<file path="config.mk">
export PLATFORM = sky130hd
export DESIGN_NAME = intel_hex_record_parser_unit
export DESIGN_NICKNAME = d
export VERILOG_FILES = /design/src/rtl/ihex_pkg.sv /design/src/rtl/ihex_front.sv /design/src/rtl/ihex_queue.sv /design/src/rtl/ihex_back.sv /design/src/rtl/intel_hex_record_parser_unit.sv
export SDC_FILE = /design/constraint.sdc
export NUM_CORES = 1
export LEC_CHECK = 0
export BUFFER_PORTS_ARGS = -buffer_cell sky130_fd_sc_hd__buf_4
export CORE_MARGIN = 5
export CORE_UTILIZATION = 60
export DETAILED_ROUTE_END_ITERATION = 12
export PLACE_DENSITY_LB_ADDON = 0.1
export SETUP_SLACK_MARGIN = 0.15
export SYNTH_ARGS = -nofsm -noshare
export SYNTH_HDL_FRONTEND = slang
export SYNTH_HIERARCHICAL = 1
export SYNTH_SLANG_ARGS = --single-unit
</file>
<file path="constraint.sdc">
create_clock -name clk_i -period 5.1 [get_ports clk_i]
set_input_delay 0.51 -clock clk_i [delete_from_list [all_inputs] [get_ports clk_i]]
set_output_delay 0.51 -clock clk_i [all_outputs]
set_load 0.1 [all_outputs]
</file>
<file path="src/rtl/ihex_pkg.sv">
// shared types, constants and helpers for the hex record parser
package ihex_pkg;

  localparam int unsigned IHEX_QUEUE_DEPTH = 4;

  localparam logic [7:0] COLON_CODE = 8'h3a;
  localparam logic [7:0] BYTE_MASK  = 8'hff;

  localparam logic       KIND_CHAR = 1'b0;
  localparam logic       KIND_EOF  = 1'b1;

  localparam logic [1:0] RK_WRITE  = 2'd0;
  localparam logic [1:0] RK_RECORD = 2'd1;
  localparam logic [1:0] RK_EOF    = 2'd2;

  localparam logic [16:0] HIGH_END_MAX = 17'h100fe;

  typedef struct packed {
    logic       kind;
    logic [7:0] char_code;
  } in_req_t;

  typedef struct packed {
    logic [1:0]  result_kind;
    logic [15:0] write_address;
    logic [7:0]  write_data;
    logic        checksum_error;
    logic [15:0] lowest_start;
    logic [16:0] highest_end;
  } out_req_t;

  typedef struct packed {
    logic       is_eof;
    logic       is_colon;
    logic       is_hex;
    logic [3:0] digit;
  } token_t;

  function automatic logic [4:0] hex_decode(input logic [7:0] c);
    logic [4:0] r;
    r = 5'd0;
    if (c >= 8'h30 && c <= 8'h39) begin
      r = {1'b1, c[3:0]};
    end else if ((c >= 8'h41 && c <= 8'h46) || (c >= 8'h61 && c <= 8'h66)) begin
      r = {1'b1, 4'(c[3:0] + 4'd9)};
    end
    return r;
  endfunction

endpackage

</file>
<file path="src/rtl/ihex_front.sv">
// front end: classifies each incoming character into a token
module ihex_front
  import ihex_pkg::*;
(
  input  in_req_t in_req_i,
  output token_t  token_o
);

  logic [4:0] dec;

  always_comb begin
    dec               = hex_decode(in_req_i.char_code);
    token_o.is_eof    = (in_req_i.kind == KIND_EOF);
    token_o.is_colon  = (in_req_i.char_code == COLON_CODE);
    token_o.is_hex    = dec[4];
    token_o.digit     = dec[3:0];
  end

endmodule

</file>
<file path="src/rtl/ihex_queue.sv">
// small token queue between front end and back end
module ihex_queue
  import ihex_pkg::*;
#(
  parameter int unsigned Depth = IHEX_QUEUE_DEPTH
) (
  input  logic    clk_i,
  input  logic    rst_ni,
  input  logic    push_i,
  input  token_t  push_tok_i,
  output logic    full_o,
  input  logic    pop_i,
  output logic    empty_o,
  output token_t  pop_tok_o
);

  localparam int unsigned PtrW = (Depth > 1) ? $clog2(Depth) : 1;
  localparam int unsigned CntW = $clog2(Depth + 1);
  localparam logic [PtrW-1:0] LastPtr = PtrW'(Depth - 1);
  localparam logic [CntW-1:0] DepthCnt = CntW'(Depth);

  token_t          mem_q [Depth];
  logic [PtrW-1:0] wr_ptr_q, wr_ptr_d;
  logic [PtrW-1:0] rd_ptr_q, rd_ptr_d;
  logic [CntW-1:0] count_q, count_d;
  logic            do_push, do_pop;

  assign full_o    = (count_q == DepthCnt);
  assign empty_o   = (count_q == '0);
  assign pop_tok_o = mem_q[rd_ptr_q];
  assign do_push   = push_i && !full_o;
  assign do_pop    = pop_i && !empty_o;

  always_comb begin
    wr_ptr_d = wr_ptr_q;
    rd_ptr_d = rd_ptr_q;
    count_d  = count_q;
    if (do_push) begin
      wr_ptr_d = (wr_ptr_q == LastPtr) ? '0 : PtrW'(wr_ptr_q + 1'b1);
    end
    if (do_pop) begin
      rd_ptr_d = (rd_ptr_q == LastPtr) ? '0 : PtrW'(rd_ptr_q + 1'b1);
    end
    if (do_push && !do_pop) begin
      count_d = CntW'(count_q + 1'b1);
    end else if (do_pop && !do_push) begin
      count_d = CntW'(count_q - 1'b1);
    end
  end

  always_ff @(posedge clk_i or negedge rst_ni) begin
    if (!rst_ni) begin
      wr_ptr_q <= '0;
      rd_ptr_q <= '0;
      count_q  <= '0;
    end else begin
      wr_ptr_q <= wr_ptr_d;
      rd_ptr_q <= rd_ptr_d;
      count_q  <= count_d;
    end
  end

  always_ff @(posedge clk_i) begin
    if (do_push) begin
      mem_q[wr_ptr_q] <= push_tok_i;
    end
  end

endmodule

</file>
<file path="src/rtl/ihex_back.sv">
// back end: record state machine, checksum, marks and output register
module ihex_back
  import ihex_pkg::*;
(
  input  logic     clk_i,
  input  logic     rst_ni,
  input  logic     tok_valid_i,
  output logic     tok_pop_o,
  input  token_t   tok_i,
  output logic     out_valid_o,
  input  logic     out_ready_i,
  output out_req_t out_req_o
);

  typedef enum logic [2:0] {
    PH_HUNT = 3'd0,
    PH_LEN  = 3'd1,
    PH_ADDR = 3'd2,
    PH_TYPE = 3'd3,
    PH_DATA = 3'd4,
    PH_SUM  = 3'd5
  } phase_e;

  phase_e      phase_q, phase_d;
  logic [2:0]  dcount_q, dcount_d;
  logic [15:0] fval_q, fval_d;
  logic        fstop_q, fstop_d;
  logic [7:0]  rec_len_q, rec_len_d;
  logic [7:0]  done_q, done_d;
  logic [16:0] run_addr_q, run_addr_d;
  logic [15:0] base_q, base_d;
  logic [7:0]  sum_q, sum_d;
  logic [15:0] low_q, low_d;
  logic [16:0] high_q, high_d;
  logic        out_valid_q, out_valid_d;
  out_req_t    out_q, out_d;

  logic        pop;
  logic        emit;
  logic [1:0]  rkind;
  logic [15:0] raddr;
  logic [7:0]  rdata;
  logic        rerr;
  logic [15:0] fv;
  logic        fs;
  logic        field_done;
  logic [7:0]  v8;

  assign pop       = tok_valid_i && (!out_valid_q || out_ready_i);
  assign tok_pop_o = pop;

  always_comb begin
    phase_d    = phase_q;
    dcount_d   = dcount_q;
    fval_d     = fval_q;
    fstop_d    = fstop_q;
    rec_len_d  = rec_len_q;
    done_d     = done_q;
    run_addr_d = run_addr_q;
    base_d     = base_q;
    sum_d      = sum_q;
    low_d      = low_q;
    high_d     = high_q;
    emit       = 1'b0;
    rkind      = RK_WRITE;
    raddr      = '0;
    rdata      = '0;
    rerr       = 1'b0;
    fv         = (dcount_q == '0) ? '0 : fval_q;
    fs         = (dcount_q == '0) ? 1'b0 : fstop_q;
    field_done = 1'b0;
    v8         = '0;

    if (pop) begin
      if (tok_i.is_eof) begin
        phase_d  = PH_HUNT;
        dcount_d = '0;
        emit     = 1'b1;
        rkind    = RK_EOF;
      end else if (phase_q == PH_HUNT) begin
        if (tok_i.is_colon) begin
          phase_d  = PH_LEN;
          dcount_d = '0;
        end
      end else begin
        if (!fs && tok_i.is_hex) begin
          fval_d  = {fv[11:0], tok_i.digit};
          fstop_d = 1'b0;
        end else begin
          fval_d  = fv;
          fstop_d = 1'b1;
        end
        dcount_d   = 3'(dcount_q + 1'b1);
        field_done = (phase_q == PH_ADDR) ? (dcount_d == 3'd4) : (dcount_d == 3'd2);
        v8         = fval_d[7:0];
        if (field_done) begin
          dcount_d = '0;
          case (phase_q)
            PH_LEN: begin
              rec_len_d = v8;
              sum_d     = v8;
              phase_d   = PH_ADDR;
            end
            PH_ADDR: begin
              base_d     = fval_d;
              run_addr_d = {1'b0, fval_d};
              sum_d      = 8'(sum_q + fval_d[15:8] + fval_d[7:0]);
              phase_d    = PH_TYPE;
            end
            PH_TYPE: begin
              sum_d = 8'(sum_q + v8);
              if (v8 != '0) begin
                phase_d = PH_HUNT;
              end else begin
                done_d  = '0;
                phase_d = (rec_len_q != '0) ? PH_DATA : PH_SUM;
              end
            end
            PH_DATA: begin
              sum_d      = 8'(sum_q + v8);
              emit       = 1'b1;
              rkind      = RK_WRITE;
              raddr      = run_addr_q[15:0];
              rdata      = v8;
              run_addr_d = 17'(run_addr_q + 1'b1);
              done_d     = 8'(done_q + 1'b1);
              if (done_d == rec_len_q) begin
                phase_d = PH_SUM;
              end
            end
            default: begin
              sum_d = 8'(sum_q + v8);
              rerr  = (sum_d != '0);
              if (low_q > base_q) begin
                low_d = base_q;
              end
              if (high_q < run_addr_q) begin
                high_d = run_addr_q;
              end
              phase_d = PH_HUNT;
              emit    = 1'b1;
              rkind   = RK_RECORD;
              raddr   = base_q;
            end
          endcase
        end
      end
    end

    out_valid_d = out_valid_q && !out_ready_i;
    out_d       = out_q;
    if (emit) begin
      out_valid_d          = 1'b1;
      out_d.result_kind    = rkind;
      out_d.write_address  = raddr;
      out_d.write_data     = rdata;
      out_d.checksum_error = rerr;
      out_d.lowest_start   = low_d;
      out_d.highest_end    = high_d;
    end
  end

  always_ff @(posedge clk_i or negedge rst_ni) begin
    if (!rst_ni) begin
      phase_q     <= PH_HUNT;
      dcount_q    <= '0;
      fval_q      <= '0;
      fstop_q     <= 1'b0;
      rec_len_q   <= '0;
      done_q      <= '0;
      run_addr_q  <= '0;
      base_q      <= '0;
      sum_q       <= '0;
      low_q       <= 16'd1;
      high_q      <= '0;
      out_valid_q <= 1'b0;
      out_q       <= '0;
    end else begin
      phase_q     <= phase_d;
      dcount_q    <= dcount_d;
      fval_q      <= fval_d;
      fstop_q     <= fstop_d;
      rec_len_q   <= rec_len_d;
      done_q      <= done_d;
      run_addr_q  <= run_addr_d;
      base_q      <= base_d;
      sum_q       <= sum_d;
      low_q       <= low_d;
      high_q      <= high_d;
      out_valid_q <= out_valid_d;
      out_q       <= out_d;
    end
  end

  assign out_valid_o = out_valid_q;
  assign out_req_o   = out_q;

endmodule

</file>
<file path="src/rtl/intel_hex_record_parser_unit.sv">
// top level of the hex record parser
//
// input channel: in_valid_i / in_ready_o with request in_req_i, one text
// character or an end-of-file marker per request
// output channel: out_valid_o / out_ready_i with request out_req_o, one data
// byte write, record-finished report or end-of-file summary
// throughput: one input request per cycle while the queue has room, set by
// the back end, which retires one token per cycle while its output is free
// path: an accepted input request is written into the token queue, and its
// result, if any, is then registered in the output register
// characters that produce no result are absorbed without output
// a queue of QueueDepth tokens sits between the classifier and the back end;
// in_ready_o drops only when it is full
// when the receiver stalls, the output register holds its request and the
// back end stops, while the queue keeps taking input until full
// reset clears the queue and output register, puts the parser in colon hunt,
// and sets the lowest start mark to one and the highest end mark to zero
module intel_hex_record_parser_unit
  import ihex_pkg::*;
#(
  parameter int unsigned QueueDepth = IHEX_QUEUE_DEPTH
) (
  input  logic     clk_i,
  input  logic     rst_ni,
  input  logic     in_valid_i,
  output logic     in_ready_o,
  input  in_req_t  in_req_i,
  output logic     out_valid_o,
  input  logic     out_ready_i,
  output out_req_t out_req_o
);

  token_t front_tok;
  token_t queue_tok;
  logic   q_full, q_empty, q_pop;
  logic   tok_valid;

  ihex_front u_front (
    .in_req_i (in_req_i),
    .token_o  (front_tok)
  );

  ihex_queue #(
    .Depth (QueueDepth)
  ) u_queue (
    .clk_i      (clk_i),
    .rst_ni     (rst_ni),
    .push_i     (in_valid_i),
    .push_tok_i (front_tok),
    .full_o     (q_full),
    .pop_i      (q_pop),
    .empty_o    (q_empty),
    .pop_tok_o  (queue_tok)
  );

  assign in_ready_o = !q_full;
  assign tok_valid  = !q_empty;

  ihex_back u_back (
    .clk_i       (clk_i),
    .rst_ni      (rst_ni),
    .tok_valid_i (tok_valid),
    .tok_pop_o   (q_pop),
    .tok_i       (queue_tok),
    .out_valid_o (out_valid_o),
    .out_ready_i (out_ready_i),
    .out_req_o   (out_req_o)
  );

endmodule

</file>
; Word-level counts from Yosys, hierarchy flattened
; Memories as Yosys holds them, arrays and structs flattened.
; Cells that the tools add are included.
[op_classes]
addsub = 11
magnitude_cmp = 8
eq_ne = 14
mux = 70
bitwise = 2
reduce_logical = 39
[ops]
columns = operator, count
row1 = $mux 16, 15
row2 = $mux 17, 6
row3 = $mux 8, 6
row4 = $mux 3, 12
row5 = $pmux 17 s2, 1
row6 = $pmux 16 s2, 1
row7 = $pmux 8 s2, 2
row8 = $add 8x8->8, 3
row9 = $reduce_bool 8->1, 3
row10 = $mux 1, 18
row11 = $add 17x1->17 const B, 1
row12 = $lt 17x17->1, 1
row13 = $ge 8x7->1 const B, 2
row14 = $gt 16x16->1, 1
row15 = $le 8x7->1 const B, 2
row16 = $reduce_and 5->1, 3
row17 = $mux 2, 6
row18 = $pmux 3 s4, 1
row19 = $logic_and 1x1->1, 10
row20 = $mux 5, 2
row21 = $eq 3x2->1 const B, 3
row22 = $eq 3x3->1 const B, 3
row23 = $logic_not 3->1, 3
row24 = $add 8x1->8 const B, 1
row25 = 24 further kinds, 38
[word_totals]
ff_bits = 181
mem_bits_rw = 28
out_inout_bits = 62
wordCells = 166
memories = 1
[mem_list]
columns = memory, words, width, rd, rd_clocked_by_memory_dff, wr, line
row1 = u_queue.mem_q, 4, 7, 1, 0, 1, ihex_queue.sv:22  ; token_t mem_q [Depth];

; Depth between registers and ports, before layout
[depth]
depth_word = 15
mapped_depth = 16
depth_no_buf = 15

; Hierarchy
; Netlist, hierarchy kept.
[modules_own_cells]
columns = module, instances, cells_each, area_per_inst_um2, seq_area_each_um2
row1 = ihex_back, 1, 939, 9439.1, 4355.4
row2 = ihex_queue, 1, 74, 1463.9, 1016.0
row3 = ihex_front, 1, 27, 221.5, 0.0
row4 = intel_hex_record_parser_unit, 1, 2, 7.5, 0.0

; Least setup slack after synthesis
; No wires, ideal clock.
[synth_path]
path_kind = flip-flop to flip-flop
startpoint = reg u_queue.rd_ptr_q[0]
endpoint = reg u_back.sum_q[7]
arrival_ps = 3806
t_required_ps = 4977
path_slack_ps = 1171
stages_incl_launch_ff = 15
n_path_buf = 2
synth_period_minus_slack_ps = 3929
cell_sequence = dfrtp_1 buf_2 mux4_2 nand2b_1 clkbuf_1 nand2_1 a21oi_1 fa_1 ha_1 fa_1 a21o_1 a21oi_1 o21ai_0 xnor2_1 o221a_2
[synth_rtl]
columns = element, line
row1 = from (decl), ihex_queue.sv:24  ; logic [PtrW-1:0] rd_ptr_q, rd_ptr_d;
row2 = from (signal assigned), ihex_queue.sv:58  ; rd_ptr_q <= rd_ptr_d;
row3 = to (signal assigned), ihex_back.sv:187  ; sum_q <= sum_d;
row4 = to (decl), ihex_back.sv:32  ; logic [7:0] sum_q, sum_d;

==> results_dict.tcl <==
set metrics [dict create \
    crit_arrival_ns 4.68 \
    power.total_mw 5.81 \
    cap_violations 0 \
    viasPerCell 6.09 \
    synth_edf_count 28 \
    die_h_microns 146 \
    route.detailed.drc 0 \
    diodes 0 \
    core-area_sq_um 18100 \
    fin_cells 1367 \
    busiest_layer "met2" \
    layout_commonest_cell "dfrtp_1" \
    synth.distinct_cells 80 \
    fin_tns_setup_ns 0 \
    synth_area_leaders "dfrtp_1 40%, edfxtp_1 7.6%, ha_1 6.9%" \
    ys_seq_area_frac 0.483 \
    cpPeakStageDelay_ns 0.67 \
    outcome "finished, final reports clean" \
    grt_pass1_wl_mm 45.1 \
    synth_area_per_cell_sq_um 10.7 \
    drt-total-wl_mm 27.2 \
    grt-ovfl-total 0 \
    critPathKind "reg -> reg" \
    place_congestion 0.939 \
    initial_core_util 0.615 \
    htreeDepth 1 \
    r2r_end "u_back/sum_q[7]" \
    period_share 0.838 \
    io_pins 75 \
    slew_violations 0 \
    sw_frac_of_total 0.374 \
    via_count 8321 \
    clk_pin_slew_ns 0.06 \
    peakVddDrop_v 0.000483 \
    crit_path_frequent_cell "fa_1" \
    ant_nets 0 \
    drive_gt1_frac 0.207 \
    first_global_vias 8422 \
    hold_class "in -> async" \
    finClkSkew_ns 0.00987 \
    p_per_area_nw_per_um2 456 \
    syn_nets 1125 \
    most-common-layout-cells "180 x dfrtp_1, 140 x nand2_1, 100 x buf_4, 68 x o21ai_0" \
    post_cts_buffers 0 \
    required_ns 5.50 \
    max-slew-margin-rel 0.218 \
    end_kind "register" \
    crit_fanout 10 \
    fp.dieW_microns 146 \
    cts_buffers 23 \
    cts_root_buf "clkbuf_16" \
    crit_slowest_cell "dfrtp_1" \
    grt_max_degree 87 \
    dr.first_iter.drc_count 794 \
    drt-pass1-iter-count 6 \
    clock_power_share 0.288 \
    start_kind "register" \
    rows 49 \
    leakage_nw 6.16 \
    rsz0062_at_grt "false" \
    nets 1204 \
    finalSetupViolations 0 \
    cts_max_path_buffers 3 \
    grt.met2_usage 0.402 \
    synth_warnings 6 \
    rrSetupSlack_ns 0.83 \
    fin_crit_ns 4.27 \
    reg2regPathDepth 13 \
    grtUsageMet3 0.0369 \
    cts.sinks 209 \
    ys_ff_latch 209 \
    hpwl_mm 19.5 \
    switchingPower_mw 2.17 \
    ys_async_sr_fraction 0.866 \
    hold_buffers 0 \
    antenna_found_initial 0 \
    grtUsageMet1 0.377 \
    timing.fmax_ghz 0.234 \
    netlist_instances 1042 \
    cts_tree "yes" \
    synth_top_cell_by_area "dfrtp_1" \
    synth_top_area_share 0.405 \
    comb_power_share 0.347 \
    hold_viol 0 \
    fillers 1344 \
    die_area_sq_um 21400 \
    wl_per_cell_microns 19.9 \
    grtUsageTotal 0.258 \
    path_buf_inv 1 \
    r2r_start "u_queue/rd_ptr_q[0]" \
    p_seq_frac 0.365 \
    critPathTopFamily "adder cells" \
    dp.cells 1325 \
    worstSkewPairLatency_ns 0.52 \
    post_cts_resized 0 \
    cp_cell_sequence "mux4_2 -> nor2b_1 -> nor2_1 -> a32oi_1 -> inv_1 -> fa_1 -> ha_1 -> fa_1 -> a21o_1 -> a21oi_1 -> o21ai_0 -> xnor2_1 -> o221a_2" \
    tightest_slew_ns 1.17 \
    ys.flop_type "dfrtp_1" \
    power.internal_mw 3.63 \
    netlist_area_sq_um 11100 \
    syn_to_final_growth_pct 14.5 \
    port_buffers 74 \
]
[flip-flops by register name, summed over array words and instances, names as in the netlist, 8 cells and up]
name / cells
u_back/done_q: 8
u_back/base_q: 16
u_queue/mem_q: 28
u_back/high_q: 17
u_back/sum_q: 8
u_back/fval_q: 16
u_back/low_q: 16
u_back/rec_len_q: 8
u_back/run_addr_q: 17
u_back/out_req_o: 60
[kinds of logic after synthesis]
| kind of cell | synth area share |
|---|---|
| muxes | 0.102 |
| xor gates and xnor gates | 0.0236 |
| DFF | 0.483 |
| adders and majority gates | 0.0847 |
| buffers and inverters | 0.0399 |
| AOI/OAI and AO/OA | 0.141 |
| and+or+nand+nor | 0.126 |
[power groups by stage]
stage               Combinational [mW]  Clock [mW]  Sequential, mW
global placement                  1.94           0            2.14
CTS                               1.99        1.70            2.12
detailed placement                1.96           0            2.14
finish                            2.01        1.67            2.12
floorplan                         1.44           0            2.07
global route                      2.20        1.78            2.15
[cell type report]
cell class                 instances  area [sq um]  share of cell area
clock buffer                      29           608              0.0477
clock inverter                    13           151              0.0119
inverter                          62           233              0.0183
multi-input combinational        724          5330               0.418
sequential                       209          5370               0.422
tap                              229           287              0.0225
timing repair buffer             101           764              0.0600
[metal layers]
metal / wire length [microns] / part of all wire
met2: 12300 / 0.45
met1: 11900 / 0.44
met4: 881 / 0.032
met5: 0 / 0
met3: 2030 / 0.075
[worst max path at each step]
stage / start / endpoint / slack (ns) / cells after the start
floorplan: u_queue/rd_ptr_q[0] / u_back/sum_q[7] / 1.17 / 14
global placement: u_queue/rd_ptr_q[0] / u_back/sum_q[7] / 0.96 / 13
detailed placement: u_queue/rd_ptr_q[0] / u_back/sum_q[7] / 0.84 / 13
CTS: u_queue/rd_ptr_q[0] / u_back/sum_q[7] / 0.81 / 13
global route: u_queue/rd_ptr_q[0] / u_back/sum_q[7] / 0.40 / 13
finish: u_queue/rd_ptr_q[0] / u_back/sum_q[7] / 0.83 / 13
[Yosys cell counts (all sizes together) (20+ instances only)]
| cell type | n |
|---|---|
| dfrtp | 180 |
| nand2 | 141 |
| mux2 | 75 |
| o21ai | 71 |
| a21oi | 61 |
| ha | 61 |
| inv | 61 |
| nor2 | 55 |
| clkbuf | 37 |
| edfxtp | 28 |
| a21o | 21 |
| nor3 | 21 |
| xnor2 | 20 |
[through the flow]
step	cell area, sq um	hold WS (ns)	setup slack [ns]	util
4_1_cts	12700	0.0695	0.808	0.705
3_3_place_gp	12000	0.460	0.962	0.663
2_1_floorplan	11100	0.214	1.17	-
5_1_grt	12700	0.102	0.402	0.705
6_report	12700	0.0579	0.829	0.705
3_5_place_dp	12000	0.464	0.844	0.663
Note: power is estimated with default switching activity, not from simulation.
